[src/sv/ffp_pkg.sv]
`timescale 1ns / 1ps
// ----------------------------------------------------------------------------
// Flame and firefly PWM driver package
// Shared constants, firefly phase codes, and the command and status words
// that pass between the controller and the datapath.
// ----------------------------------------------------------------------------
package ffp_pkg;

    localparam int LEVEL_W    = 16;
    localparam int TIME_W     = 16;
    localparam int BYTE_W     = 8;
    localparam int DRAWS_W    = 3;
    localparam int CFG_IDX_W  = 1;
    localparam int CFG_DATA_W = DRAWS_W;

    localparam logic [15:0] LFSR_TAPS   = 16'h822B;
    localparam logic [15:0] LFSR_SEED   = 16'h55CE;
    localparam logic [15:0] LEVEL_RESET = 16'hFFFF;
    localparam logic [7:0]  DRAW_LIMIT  = 8'd128;
    localparam logic [7:0]  DUTY_STEP   = 8'd8;
    localparam logic [7:0]  HOLD_STEP   = 8'd4;
    localparam logic [7:0]  OFF0_RESET  = 8'd2;
    localparam logic [7:0]  OFF1_RESET  = 8'd3;
    localparam logic [DRAWS_W-1:0] DRAWS_A_RESET = 3'd3;
    localparam logic [DRAWS_W-1:0] DRAWS_B_RESET = 3'd1;

    // Configuration register indexes.
    localparam logic [CFG_IDX_W-1:0] CFG_DRAWS_A = 1'b0;
    localparam logic [CFG_IDX_W-1:0] CFG_DRAWS_B = 1'b1;

    typedef enum logic [1:0] {
        PH_OFF  = 2'd0,
        PH_RISE = 2'd1,
        PH_HOLD = 2'd2,
        PH_FALL = 2'd3
    } t_phase;

    typedef struct packed {
        logic capture;    // latch the accepted word
        logic flick;      // run one level filter
        logic flick_sel;  // 0 flame A, 1 flame B
        logic draw;       // advance the LFSR once
        logic flame_pwm;  // step both flame PWM counters
        logic fly_step;   // step one firefly
        logic fly_sel;    // which firefly
        logic load_out;   // copy the state into the output register
    } t_cmd;

    typedef struct packed {
        logic draw_big;   // the LFSR low byte after the next advance exceeds the limit
    } t_status;

endpackage

[src/sv/ffp_in_if.sv]
`timescale 1ns / 1ps
// ----------------------------------------------------------------------------
// Flame and firefly PWM driver input channel
// Carries one tick word: its kind and the current slow time.
// ----------------------------------------------------------------------------
interface ffp_in_if;
    logic        valid;
    logic        ready;
    logic        mode;
    logic [15:0] now_time;

    modport source (output valid, output mode, output now_time, input ready);
    modport sink   (input valid, input mode, input now_time, output ready);
endinterface

[src/sv/ffp_out_if.sv]
`timescale 1ns / 1ps
// ----------------------------------------------------------------------------
// Flame and firefly PWM driver output channel
// Carries the LED levels, firefly phases and flame levels after each tick.
// ----------------------------------------------------------------------------
interface ffp_out_if;
    logic        valid;
    logic        ready;
    logic        flame_a_on;
    logic        flame_b_on;
    logic        fly0_on;
    logic        fly1_on;
    logic [1:0]  fly0_phase;
    logic [1:0]  fly1_phase;
    logic [15:0] level_a;
    logic [15:0] level_b;

    modport source (output valid, output flame_a_on, output flame_b_on, output fly0_on,
                    output fly1_on, output fly0_phase, output fly1_phase,
                    output level_a, output level_b, input ready);
    modport sink   (input valid, input flame_a_on, input flame_b_on, input fly0_on,
                    input fly1_on, input fly0_phase, input fly1_phase,
                    input level_a, input level_b, output ready);
endinterface

[src/sv/flame_flicker_firefly_pwm_core.sv]
`timescale 1ns / 1ps
// ----------------------------------------------------------------------------
// Flame and firefly PWM driver
// Drives two flickering flame LEDs and two fading fireflies from tick words.
// ----------------------------------------------------------------------------
// One word at a time is processed. On a PWM tick the flame counters and the
// first firefly step in the S_PWM state and the second firefly in S_FLY1,
// since a single firefly step unit is shared. A flicker tick runs each level
// filter and then advances the LFSR once per draw, up to seven times per
// filter, and a run may end early on a large low byte. The result sits in an
// output register, so the next word is taken while a result waits.

module flame_flicker_firefly_pwm_core (
    input  logic                            i_clk,
    input  logic                            i_rst_n,
    ffp_in_if.sink                          i_in,
    ffp_out_if.source                       o_out,
    input  logic                            i_cfg_we,
    input  logic [ffp_pkg::CFG_IDX_W-1:0]   i_cfg_index,
    input  logic [ffp_pkg::CFG_DATA_W-1:0]  i_cfg_data
);

    ffp_pkg::t_cmd    w_cmd;
    ffp_pkg::t_status w_status;

    ffp_ctrl u_ctrl (
        .i_clk       (i_clk),
        .i_rst_n     (i_rst_n),
        .i_in_valid  (i_in.valid),
        .i_in_mode   (i_in.mode),
        .o_in_ready  (i_in.ready),
        .i_out_ready (o_out.ready),
        .o_out_valid (o_out.valid),
        .i_cfg_we    (i_cfg_we),
        .i_cfg_index (i_cfg_index),
        .i_cfg_data  (i_cfg_data),
        .i_status    (w_status),
        .o_cmd       (w_cmd)
    );

    ffp_datapath u_datapath (
        .i_clk        (i_clk),
        .i_rst_n      (i_rst_n),
        .i_cmd        (w_cmd),
        .o_status     (w_status),
        .i_now_time   (i_in.now_time),
        .o_flame_a_on (o_out.flame_a_on),
        .o_flame_b_on (o_out.flame_b_on),
        .o_fly0_on    (o_out.fly0_on),
        .o_fly1_on    (o_out.fly1_on),
        .o_fly0_phase (o_out.fly0_phase),
        .o_fly1_phase (o_out.fly1_phase),
        .o_level_a    (o_out.level_a),
        .o_level_b    (o_out.level_b)
    );

    // A word in progress closes the input until its result is registered.
    a_busy_after_accept: assert property (@(posedge i_clk) disable iff (!i_rst_n)
        (i_in.valid && i_in.ready) |=> !i_in.ready)
        else $error("input taken again while a word is in progress");

    // A new result appears only when the controller loaded the output register.
    a_valid_from_load: assert property (@(posedge i_clk) disable iff (!i_rst_n)
        $rose(o_out.valid) |-> $past(w_cmd.load_out))
        else $error("output valid rose without a load");

    // At most one of filter, draw, firefly step and output load is commanded per cycle.
    a_single_command: assert property (@(posedge i_clk) disable iff (!i_rst_n)
        $onehot0({w_cmd.flick, w_cmd.draw, w_cmd.fly_step, w_cmd.load_out}))
        else $error("conflicting datapath commands");

endmodule

[src/sv/ffp_ctrl.sv]
`timescale 1ns / 1ps
// ----------------------------------------------------------------------------
// Flame and firefly PWM driver controller
// Sequences the filter updates, LFSR advances and PWM steps of one word,
// holds the draw-count registers and the output valid flag.
// ----------------------------------------------------------------------------
module ffp_ctrl (
    input  logic                             i_clk,
    input  logic                             i_rst_n,
    input  logic                             i_in_valid,
    input  logic                             i_in_mode,
    output logic                             o_in_ready,
    input  logic                             i_out_ready,
    output logic                             o_out_valid,
    input  logic                             i_cfg_we,
    input  logic [ffp_pkg::CFG_IDX_W-1:0]    i_cfg_index,
    input  logic [ffp_pkg::CFG_DATA_W-1:0]   i_cfg_data,
    input  ffp_pkg::t_status                 i_status,
    output ffp_pkg::t_cmd                    o_cmd
);

    typedef enum logic [2:0] {
        S_IDLE,
        S_FLICK_A,
        S_DRAW_A,
        S_FLICK_B,
        S_DRAW_B,
        S_PWM,
        S_FLY1,
        S_DONE
    } t_state;

    t_state                            r_state, n_state;
    logic [ffp_pkg::DRAWS_W-1:0]       r_cnt, n_cnt;
    logic [ffp_pkg::DRAWS_W-1:0]       r_draws_a, n_draws_a;
    logic [ffp_pkg::DRAWS_W-1:0]       r_draws_b, n_draws_b;
    logic                              r_out_valid, n_out_valid;
    logic                              w_accept;
    logic                              w_out_free;
    logic [ffp_pkg::DRAWS_W-1:0]       w_cnt_inc;

    assign o_in_ready  = (r_state == S_IDLE);
    assign o_out_valid = r_out_valid;
    assign w_accept    = i_in_valid && o_in_ready;
    assign w_out_free  = !r_out_valid || i_out_ready;
    assign w_cnt_inc   = r_cnt + 1'b1;

    always_comb begin
        o_cmd           = '0;
        o_cmd.capture   = w_accept;
        o_cmd.flick     = (r_state == S_FLICK_A) || (r_state == S_FLICK_B);
        o_cmd.flick_sel = (r_state == S_FLICK_B);
        o_cmd.draw      = (r_state == S_DRAW_A) || (r_state == S_DRAW_B);
        o_cmd.flame_pwm = (r_state == S_PWM);
        o_cmd.fly_step  = (r_state == S_PWM) || (r_state == S_FLY1);
        o_cmd.fly_sel   = (r_state == S_FLY1);
        o_cmd.load_out  = (r_state == S_DONE) && w_out_free;
    end

    always_comb begin
        n_state     = r_state;
        n_cnt       = r_cnt;
        n_draws_a   = r_draws_a;
        n_draws_b   = r_draws_b;
        n_out_valid = r_out_valid;

        if (r_out_valid && i_out_ready) begin
            n_out_valid = 1'b0;
        end

        unique case (r_state)
            S_IDLE: begin
                if (w_accept) begin
                    n_state = i_in_mode ? S_FLICK_A : S_PWM;
                end
            end
            S_FLICK_A: begin
                n_cnt   = '0;
                n_state = (r_draws_a == '0) ? S_FLICK_B : S_DRAW_A;
            end
            S_DRAW_A: begin
                // Each advance may end the run early on a large low byte.
                if (w_cnt_inc == r_draws_a || i_status.draw_big) begin
                    n_state = S_FLICK_B;
                end else begin
                    n_cnt = w_cnt_inc;
                end
            end
            S_FLICK_B: begin
                n_cnt   = '0;
                n_state = (r_draws_b == '0) ? S_DONE : S_DRAW_B;
            end
            S_DRAW_B: begin
                if (w_cnt_inc == r_draws_b || i_status.draw_big) begin
                    n_state = S_DONE;
                end else begin
                    n_cnt = w_cnt_inc;
                end
            end
            S_PWM: begin
                n_state = S_FLY1;
            end
            S_FLY1: begin
                n_state = S_DONE;
            end
            S_DONE: begin
                if (w_out_free) begin
                    n_out_valid = 1'b1;
                    n_state     = S_IDLE;
                end
            end
            default: begin
                n_state = S_IDLE;
            end
        endcase

        if (i_cfg_we) begin
            unique case (i_cfg_index)
                ffp_pkg::CFG_DRAWS_A: n_draws_a = i_cfg_data;
                ffp_pkg::CFG_DRAWS_B: n_draws_b = i_cfg_data;
                default: ;
            endcase
        end
    end

    always_ff @(posedge i_clk) begin
        if (!i_rst_n) begin
            r_state     <= S_IDLE;
            r_cnt       <= '0;
            r_draws_a   <= ffp_pkg::DRAWS_A_RESET;
            r_draws_b   <= ffp_pkg::DRAWS_B_RESET;
            r_out_valid <= 1'b0;
        end else begin
            r_state     <= n_state;
            r_cnt       <= n_cnt;
            r_draws_a   <= n_draws_a;
            r_draws_b   <= n_draws_b;
            r_out_valid <= n_out_valid;
        end
    end

endmodule

[src/sv/ffp_datapath.sv]
`timescale 1ns / 1ps
// ----------------------------------------------------------------------------
// Flame and firefly PWM driver datapath
// Holds the LFSR, flame filters, PWM counters, firefly state and the output
// register, and carries out the controller commands of each cycle.
// ----------------------------------------------------------------------------
module ffp_datapath (
    input  logic                          i_clk,
    input  logic                          i_rst_n,
    input  ffp_pkg::t_cmd                 i_cmd,
    output ffp_pkg::t_status              o_status,
    input  logic [ffp_pkg::TIME_W-1:0]    i_now_time,
    output logic                          o_flame_a_on,
    output logic                          o_flame_b_on,
    output logic                          o_fly0_on,
    output logic                          o_fly1_on,
    output logic [1:0]                    o_fly0_phase,
    output logic [1:0]                    o_fly1_phase,
    output logic [ffp_pkg::LEVEL_W-1:0]   o_level_a,
    output logic [ffp_pkg::LEVEL_W-1:0]   o_level_b
);

    localparam int BW = ffp_pkg::BYTE_W;
    localparam int LW = ffp_pkg::LEVEL_W;
    localparam int TW = ffp_pkg::TIME_W;

    logic [LW-1:0]        r_lfsr;
    logic [LW-1:0]        r_level   [2];
    logic [BW-1:0]        r_flame_cnt [2];
    ffp_pkg::t_phase      r_phase   [2];
    logic [TW-1:0]        r_start   [2];
    logic [BW-1:0]        r_off     [2];
    logic [BW-1:0]        r_duty    [2];
    logic [BW-1:0]        r_fcnt    [2];
    logic [3:0]           r_led;
    logic [TW-1:0]        r_now;

    // Output register.
    logic [3:0]           r_o_led;
    ffp_pkg::t_phase      r_o_phase [2];
    logic [LW-1:0]        r_o_level [2];

    logic [LW-1:0]        w_lfsr_next;
    logic [LW-1:0]        w_old;
    logic [LW-1:0]        w_level_new;
    logic [3:0]           n_led;
    logic [1:0]           w_fly_bit;

    ffp_pkg::t_phase      w_ph;
    logic [BW-1:0]        w_duty;
    logic [BW-1:0]        w_cnt;
    logic [TW-1:0]        w_diff;
    ffp_pkg::t_phase      n_ph;
    logic [BW-1:0]        n_duty;
    logic [BW-1:0]        n_cnt;
    logic [TW-1:0]        n_start;
    logic [BW-1:0]        n_off_sel;
    logic [BW-1:0]        n_off0;
    logic [BW-1:0]        n_off1;
    logic                 n_fly_led;

    assign w_lfsr_next = r_lfsr[0] ? ((r_lfsr >> 1) ^ ffp_pkg::LFSR_TAPS) : (r_lfsr >> 1);
    assign o_status.draw_big = (w_lfsr_next[BW-1:0] > ffp_pkg::DRAW_LIMIT);

    // Filter: new = old - old/2 + byte * 128, kept to 16 bits.
    assign w_old       = r_level[i_cmd.flick_sel];
    assign w_level_new = w_old - (w_old >> 1) + {1'b0, r_lfsr[BW-1:0], 7'b0};

    assign w_fly_bit = {1'b1, i_cmd.fly_sel};

    // One firefly step for the selected firefly.
    always_comb begin
        w_ph      = r_phase[i_cmd.fly_sel];
        w_duty    = r_duty[i_cmd.fly_sel];
        w_cnt     = r_fcnt[i_cmd.fly_sel];
        w_diff    = r_now - r_start[i_cmd.fly_sel];
        n_ph      = w_ph;
        n_duty    = w_duty;
        n_cnt     = w_cnt;
        n_start   = r_start[i_cmd.fly_sel];
        n_off_sel = r_off[i_cmd.fly_sel];
        n_fly_led = r_led[w_fly_bit];

        case (w_ph)
            ffp_pkg::PH_OFF: begin
                if (w_diff > {{(TW-BW){1'b0}}, n_off_sel}) begin
                    n_ph   = ffp_pkg::PH_RISE;
                    n_duty = '0;
                    n_cnt  = '0;
                end
            end
            ffp_pkg::PH_RISE: begin
                if (w_cnt > w_duty) begin
                    n_fly_led = 1'b0;
                end else if (w_cnt == '0) begin
                    n_fly_led = 1'b1;
                    n_duty    = w_duty + ffp_pkg::DUTY_STEP;
                end
                n_cnt = w_cnt + 1'b1;
                // Rising ends when the duty wraps round to zero.
                if (n_duty == '0) begin
                    n_ph    = ffp_pkg::PH_HOLD;
                    n_start = r_now;
                    n_cnt   = '0;
                end
            end
            ffp_pkg::PH_HOLD: begin
                n_cnt = w_cnt + ffp_pkg::HOLD_STEP;
                if (n_cnt == '0) begin
                    n_ph = ffp_pkg::PH_FALL;
                end
            end
            default: begin
                if (w_cnt > w_duty) begin
                    n_fly_led = 1'b0;
                end else if (w_cnt == '0) begin
                    n_fly_led = 1'b1;
                    n_duty    = w_duty - ffp_pkg::DUTY_STEP;
                end
                n_cnt = w_cnt + 1'b1;
                if (n_duty == '0) begin
                    n_fly_led = 1'b0;
                    n_ph      = ffp_pkg::PH_OFF;
                    n_start   = r_now;
                    n_off_sel = {{(BW-3){1'b0}}, r_lfsr[2:0]} + 1'b1;
                end
            end
        endcase

        // The two off times are kept apart by nudging the first one.
        n_off0 = i_cmd.fly_sel ? r_off[0] : n_off_sel;
        n_off1 = i_cmd.fly_sel ? n_off_sel : r_off[1];
        if (n_off0 == n_off1) begin
            n_off0 = n_off0 + 1'b1;
        end
    end

    always_comb begin
        n_led = r_led;
        if (i_cmd.flame_pwm) begin
            for (int k = 0; k < 2; k++) begin
                if (r_flame_cnt[k] > r_level[k][LW-1:BW]) begin
                    n_led[k] = 1'b0;
                end else if (r_flame_cnt[k] == '0) begin
                    n_led[k] = 1'b1;
                end
            end
        end
        if (i_cmd.fly_step) begin
            n_led[w_fly_bit] = n_fly_led;
        end
    end

    always_ff @(posedge i_clk) begin
        if (!i_rst_n) begin
            r_lfsr <= ffp_pkg::LFSR_SEED;
            r_led  <= '0;
            for (int k = 0; k < 2; k++) begin
                r_level[k]     <= ffp_pkg::LEVEL_RESET;
                r_flame_cnt[k] <= '0;
                r_phase[k]     <= ffp_pkg::PH_OFF;
                r_start[k]     <= '0;
                r_duty[k]      <= '0;
                r_fcnt[k]      <= '0;
            end
            r_off[0] <= ffp_pkg::OFF0_RESET;
            r_off[1] <= ffp_pkg::OFF1_RESET;
        end else begin
            r_led <= n_led;
            if (i_cmd.draw) begin
                r_lfsr <= w_lfsr_next;
            end
            if (i_cmd.flick) begin
                r_level[i_cmd.flick_sel] <= w_level_new;
            end
            if (i_cmd.flame_pwm) begin
                for (int k = 0; k < 2; k++) begin
                    r_flame_cnt[k] <= r_flame_cnt[k] + 1'b1;
                end
            end
            if (i_cmd.fly_step) begin
                r_phase[i_cmd.fly_sel] <= n_ph;
                r_duty[i_cmd.fly_sel]  <= n_duty;
                r_fcnt[i_cmd.fly_sel]  <= n_cnt;
                r_start[i_cmd.fly_sel] <= n_start;
                r_off[0]               <= n_off0;
                r_off[1]               <= n_off1;
            end
        end
    end

    always_ff @(posedge i_clk) begin
        if (i_cmd.capture) begin
            r_now <= i_now_time;
        end
        if (i_cmd.load_out) begin
            r_o_led      <= r_led;
            r_o_phase[0] <= r_phase[0];
            r_o_phase[1] <= r_phase[1];
            r_o_level[0] <= r_level[0];
            r_o_level[1] <= r_level[1];
        end
    end

    assign o_flame_a_on = r_o_led[0];
    assign o_flame_b_on = r_o_led[1];
    assign o_fly0_on    = r_o_led[2];
    assign o_fly1_on    = r_o_led[3];
    assign o_fly0_phase = r_o_phase[0];
    assign o_fly1_phase = r_o_phase[1];
    assign o_level_a    = r_o_level[0];
    assign o_level_b    = r_o_level[1];

endmodule
[src/flat_wrapper.sv]
// flat-port wrapper written by rule: the top's interface ports become plain ports
module flame_flicker_firefly_pwm_core_flat 
  (i_clk, i_rst_n, i_cfg_we, i_cfg_index, i_cfg_data, i_in_valid, i_in_mode, i_in_now_time, i_in_ready, o_out_valid, o_out_flame_a_on, o_out_flame_b_on, o_out_fly0_on, o_out_fly1_on, o_out_fly0_phase, o_out_fly1_phase, o_out_level_a, o_out_level_b, o_out_ready);
  ffp_in_if i_in_i ();
  ffp_out_if o_out_i ();
  input  logic i_clk;
  input  logic i_rst_n;
  input  logic i_cfg_we;
  input  logic [ffp_pkg::CFG_IDX_W-1:0] i_cfg_index;
  input  logic [ffp_pkg::CFG_DATA_W-1:0] i_cfg_data;
  input wire logic [$bits(i_in_i.valid)-1:0] i_in_valid;
  input wire logic [$bits(i_in_i.mode)-1:0] i_in_mode;
  input wire logic [$bits(i_in_i.now_time)-1:0] i_in_now_time;
  output wire logic [$bits(i_in_i.ready)-1:0] i_in_ready;
  output wire logic [$bits(o_out_i.valid)-1:0] o_out_valid;
  output wire logic [$bits(o_out_i.flame_a_on)-1:0] o_out_flame_a_on;
  output wire logic [$bits(o_out_i.flame_b_on)-1:0] o_out_flame_b_on;
  output wire logic [$bits(o_out_i.fly0_on)-1:0] o_out_fly0_on;
  output wire logic [$bits(o_out_i.fly1_on)-1:0] o_out_fly1_on;
  output wire logic [$bits(o_out_i.fly0_phase)-1:0] o_out_fly0_phase;
  output wire logic [$bits(o_out_i.fly1_phase)-1:0] o_out_fly1_phase;
  output wire logic [$bits(o_out_i.level_a)-1:0] o_out_level_a;
  output wire logic [$bits(o_out_i.level_b)-1:0] o_out_level_b;
  input wire logic [$bits(o_out_i.ready)-1:0] o_out_ready;
  assign i_in_i.valid = i_in_valid;
  assign i_in_i.mode = i_in_mode;
  assign i_in_i.now_time = i_in_now_time;
  assign i_in_ready = i_in_i.ready;
  assign o_out_valid = o_out_i.valid;
  assign o_out_flame_a_on = o_out_i.flame_a_on;
  assign o_out_flame_b_on = o_out_i.flame_b_on;
  assign o_out_fly0_on = o_out_i.fly0_on;
  assign o_out_fly1_on = o_out_i.fly1_on;
  assign o_out_fly0_phase = o_out_i.fly0_phase;
  assign o_out_fly1_phase = o_out_i.fly1_phase;
  assign o_out_level_a = o_out_i.level_a;
  assign o_out_level_b = o_out_i.level_b;
  assign o_out_i.ready = o_out_ready;
  flame_flicker_firefly_pwm_core u_core (.i_clk(i_clk), .i_rst_n(i_rst_n), .i_in(i_in_i), .o_out(o_out_i), .i_cfg_we(i_cfg_we), .i_cfg_index(i_cfg_index), .i_cfg_data(i_cfg_data));
endmodule
[config.mk]
export PLATFORM = sky130hd
export DESIGN_NAME = flame_flicker_firefly_pwm_core_flat
export DESIGN_NICKNAME = d
export VERILOG_FILES = /design/src/sv/ffp_pkg.sv /design/src/sv/ffp_in_if.sv /design/src/sv/ffp_out_if.sv /design/src/sv/flame_flicker_firefly_pwm_core.sv /design/src/sv/ffp_ctrl.sv /design/src/sv/ffp_datapath.sv /design/src/flat_wrapper.sv
export SDC_FILE = /design/constraint.sdc
export NUM_CORES = 1
export LEC_CHECK = 0
export CORE_ASPECT_RATIO = 1.4
export CORE_MARGIN = 10
export CORE_UTILIZATION = 59
export CTS_CLUSTER_DIAMETER = 50
export DETAILED_ROUTE_END_ITERATION = 8
export DONT_BUFFER_PORTS = 1
export GPL_TIMING_DRIVEN = 0
export HOLD_SLACK_MARGIN = 0.03
export PLACE_DENSITY_LB_ADDON = 0.08
export RECOVER_POWER = 50
export SYNTH_ARGS = -nofsm -noshare
export SYNTH_HDL_FRONTEND = slang
export SYNTH_SLANG_ARGS = --single-unit
export TNS_END_PERCENT = 50
[constraint.sdc]
create_clock -name i_clk -period 5.28 [get_ports i_clk]
set_input_delay 0.264 -clock i_clk [delete_from_list [all_inputs] [get_ports i_clk]]
set_output_delay 0.264 -clock i_clk [all_outputs]
set_load 0.02 [all_outputs]
==> impl_metrics.toml <==
[setup_path]
end_kind = "flip-flop"
reg2reg_depth = 20
critPathRequiredTime_ps = 5520
worstReg2RegEnd = "u_core.u_datapath.r_start[0][12]$_SDFFCE_PN0P_"
start_kind = "flip-flop"
crit_path_max_incr_delay_ps = 450
crit_type = "flip-flop to flip-flop"
crit_arrival_ps = 5280
cp_max_fo = 12
path_cells = "buf_6 > and3b_1 > buf_8 > buf_12 > buf_4 > mux2i_2 > inv_1 > ha_1 > and4_1 > a221o_1 > o21a_1 > or4_1 > a221oi_2 > and3_2 > or2_1 > buf_4 > buf_4 > nor2_1 > a21oi_1 > nor2_1"
cp.depth = 20
timing.rr.start = "u_core.u_ctrl.r_state[1]$_SDFFE_PN0P_"
path_buf_inv = 7
cp_common_cell = "buf_4"
cp_top_family = "simple AND/OR/NAND/NOR gates"
slowest_stage = "or4_1"
rrSetupSlack_ps = 240

[place]
gp_congestion = 0.950
dp_cells = 1638
placed_cell_area_mm2 = 0.0138
io_buffers = 0
hpwl_um = 24600

[clock_network]
htree_levels = 1
clockRootBuffer = "clkbuf_16"
cts_tree = "done"
cts_buffers = 25
cts_sinks = 221
clock_path_buffers = 3
clk_latency_ps = 520
clk_pin_slew_ps = 60

[grt]
overflow = 0
gr-usage-met2_pct = 42.8
grt_pass1_vias = 10421
antenna_found_initial = 1
grt_busiest_layer = "met2"
grt_use_met1_pct = 25.4
track_usage_pct = 23.0
grt_max_degree = 35
grt_use_met3_pct = 3.40
grt_pass1_wl_um = 54400

[cells_and_area]
fin_area_mm2 = 0.0151
nNetsFinal = 1515
synthToLayoutAreaGrowth_pct = 13.1
n_fill_cell = 1819
final_cell_count_no_fill = 1727
drive_gt1_share_pct = 8.07

[logic_synthesis]
netlist_instances = 1333
synth_warnings = 0
synth.area.mux_share_pct = 4.92
synthFlopType = "edfxtp_1"
synth_common_cells = "edfxtp_1, nand2_1, nor2_1, inv_1, a21oi_1"
synth_area_per_cell_um2 = 10.0
synth-edff-count = 188
synth_xor_area_share_pct = 4.58
ys_types = 80
synth_area_mm2 = 0.0134
async_flop_share_pct = 0
synth_most_common_cell = "edfxtp_1"
syn_nets = 1442
yosysSeqAreaShare_pct = 47.2
yosys.area_share.simple_pct = 18.1
synthAdderAreaFrac_pct = 8.65
synth.top_cell.area_share_pct = 42.2
synth.largest_area_cell = "edfxtp_1"
synth_seq_cells = 221
synth_top_family_by_area = "simple AND/OR/NAND/NOR gates"
synth_area_leaders = "edfxtp_1, ha_1, dfxtp_1, mux2i_1, nand2_1"
synth_compound_area_share_pct = 12.3

[timing]
fin_tns_setup_ps = 0
setup_violations = 0
fmax_mhz = 198
hold_violations = 0
maxSlewViolCount = 67
holdWs_ps = 59.2
finalCriticalPeriod_ps = 5040
fin_crit_sh_pct = 95.4
tightestPinTransition_ps = 2220
slew_headroom_pct = -47.8
clock-skew-final_ps = 9.82

[min_path]
hold_class = "primary input to flip-flop"
worstHoldStart = "i_cfg_we"
whs_path_depth = 3
min_to = "u_core.u_ctrl.r_draws_a[1]$_SDFFE_PN1P_"

[floorplan]
core_area_mm2 = 0.0224
die_w_um = 147
start_util_pct = 59.6
fp-row-count = 65
die_area_mm2 = 0.0292
die_y_um = 198
io_pins = 68

[power_and_ir_drop]
ir_worst_vdd_mv = 0.558
pwr-share-comb_pct = 49.0
switching_share_pct = 41.8
power_switching_mw = 3.44
power.internal_mw = 4.80
power.total_mw = 8.24
p_clk_share_pct = 20.1
power_density_mw_per_mm2 = 545
seqPwrFrac_pct = 30.9
p_leak_nw = 6.04

[route]
routedWlPerCell_um = 19.7
wl_um = 34100
vias_per_cell = 5.92
num_vias = 10228
drt_iter0_drc = 716
antenna_left = 0
drc = 0
first_pass_iters = 7

[status]
violations = "max-capacitance violations, max-slew violations"
status = "finished, violations left"

[run]
maxCapViolations = 2
[kinds of logic (layout without fill, tap and decap cells)]
family          count (synthesis)  count (layout)
fa+ha+maj                      88              88
mux                            64              64
xor+xnor                       70              70
simple gates                  499             499
buf+inv                       140             232
other cells                     0               1
compound gates                251             251
flops                         221             221
[per-stage QoR]
| stage | utilization, % | setup slack, ps |
|---|---|---|
| after floorplan | - | 34.9 |
| final | 67.4 | 241 |
| after global routing | 67.4 | -17.7 |
| after global placement | 61.3 | -1670 |
| after detailed placement | 61.7 | -1710 |
| after CTS | 67.1 | 14.1 |
[power by group through the flow]
stage | Combinational [mW] | Sequential [mW] | Clock (mW)
after floorplan | 2.93 | 2.48 | 0
after global placement | 3.76 | 2.57 | 0
after detailed placement | 3.84 | 2.56 | 0
after CTS | 3.99 | 2.53 | 1.68
after global routing | 4.48 | 2.58 | 1.74
final | 4.04 | 2.54 | 1.65
[registers in the layout, indices dropped and copies added (netlist names), 16 cells and up]
signal,count
u_core.u_datapath.r_flame_cnt,16
u_core.u_datapath.r_now,16
u_core.u_datapath.r_lfsr,16
u_core.u_datapath.r_o_level,32
u_core.u_datapath.r_start,32
u_core.u_datapath.r_duty,16
u_core.u_datapath.r_level,32
u_core.u_datapath.r_fcnt,16
u_core.u_datapath.r_off,16
[worst max-delay path by stage]
stage	startpoint	end	slack, ps
final	u_core.u_ctrl.r_state[1]$_SDFFE_PN0P_	u_core.u_datapath.r_start[0][12]$_SDFFCE_PN0P_	240
after global routing	u_core.u_ctrl.r_state[1]$_SDFFE_PN0P_	u_core.u_datapath.r_off[0][6]$_SDFFCE_PN0P_	-20
after CTS	u_core.u_ctrl.r_state[2]$_SDFFE_PN0P_	u_core.u_datapath.r_level[0][15]$_SDFFCE_PN1P_	10
after detailed placement	u_core.u_ctrl.r_state[0]$_SDFFE_PN0P_	u_core.u_datapath.r_phase[1][0]$_SDFFCE_PN0P_	-1710
after global placement	u_core.u_ctrl.r_state[0]$_SDFFE_PN0P_	u_core.u_datapath.r_phase[1][0]$_SDFFCE_PN0P_	-1670
after floorplan	u_core.u_ctrl.r_state[1]$_SDFFE_PN0P_	u_core.u_datapath.r_fcnt[0][1]$_SDFFCE_PN0P_	30
[routing by layer]
metal | part of all wire (%) | up-vias | wire, µm
li1 | - | 4976 | -
met1 | 39 | 4922 | 13400
met2 | 53 | 253 | 18000
met3 | 4.4 | 77 | 1500
met4 | 3.5 | 0 | 1210
met5 | 0 | - | 0
[layout make-up]
cell class | count | area, µm² | share of cell area, %
multi-input combinational | 972 | 6570 | 43.4
sequential | 221 | 6310 | 41.7
clock buffer | 32 | 702 | 4.64
timing repair buffer | 50 | 455 | 3.01
tap | 301 | 377 | 2.49
inverter | 84 | 315 | 2.08
buffer | 52 | 310 | 2.05
clock inverter | 14 | 96.3 | 0.637
antenna | 1 | 2.50 | 0.0165
[repair_timing]
action | in CTS | in global routing
hold buffers | 25 | 0
gates resized for setup | 24 | 24
setup endpoints to repair | 82 | 80
setup buffers | 10 | 11
hold endpoints to repair | 24 | 0
pin swaps | 6 | 7
[placed cells by master (no fill, tap or decap), drive strengths merged, types with 37 or more instances in the layout]
cell | Yosys | final
clkbuf | 37 | 72
mux2i | 60 | 60
nor2 | 123 | 123
o21ai | 47 | 47
ha | 74 | 74
nand2 | 151 | 151
inv | 84 | 90
a21oi | 81 | 81
edfxtp | 188 | 188
nand3 | 47 | 47
buf | 19 | 37
[tightest hold or removal path, stage by stage]
cell	delay [ps]
nand2b_1	140
mux2i_1	100
nand2_1	60
No activity file was read; power rests on OpenSTA's default activity.
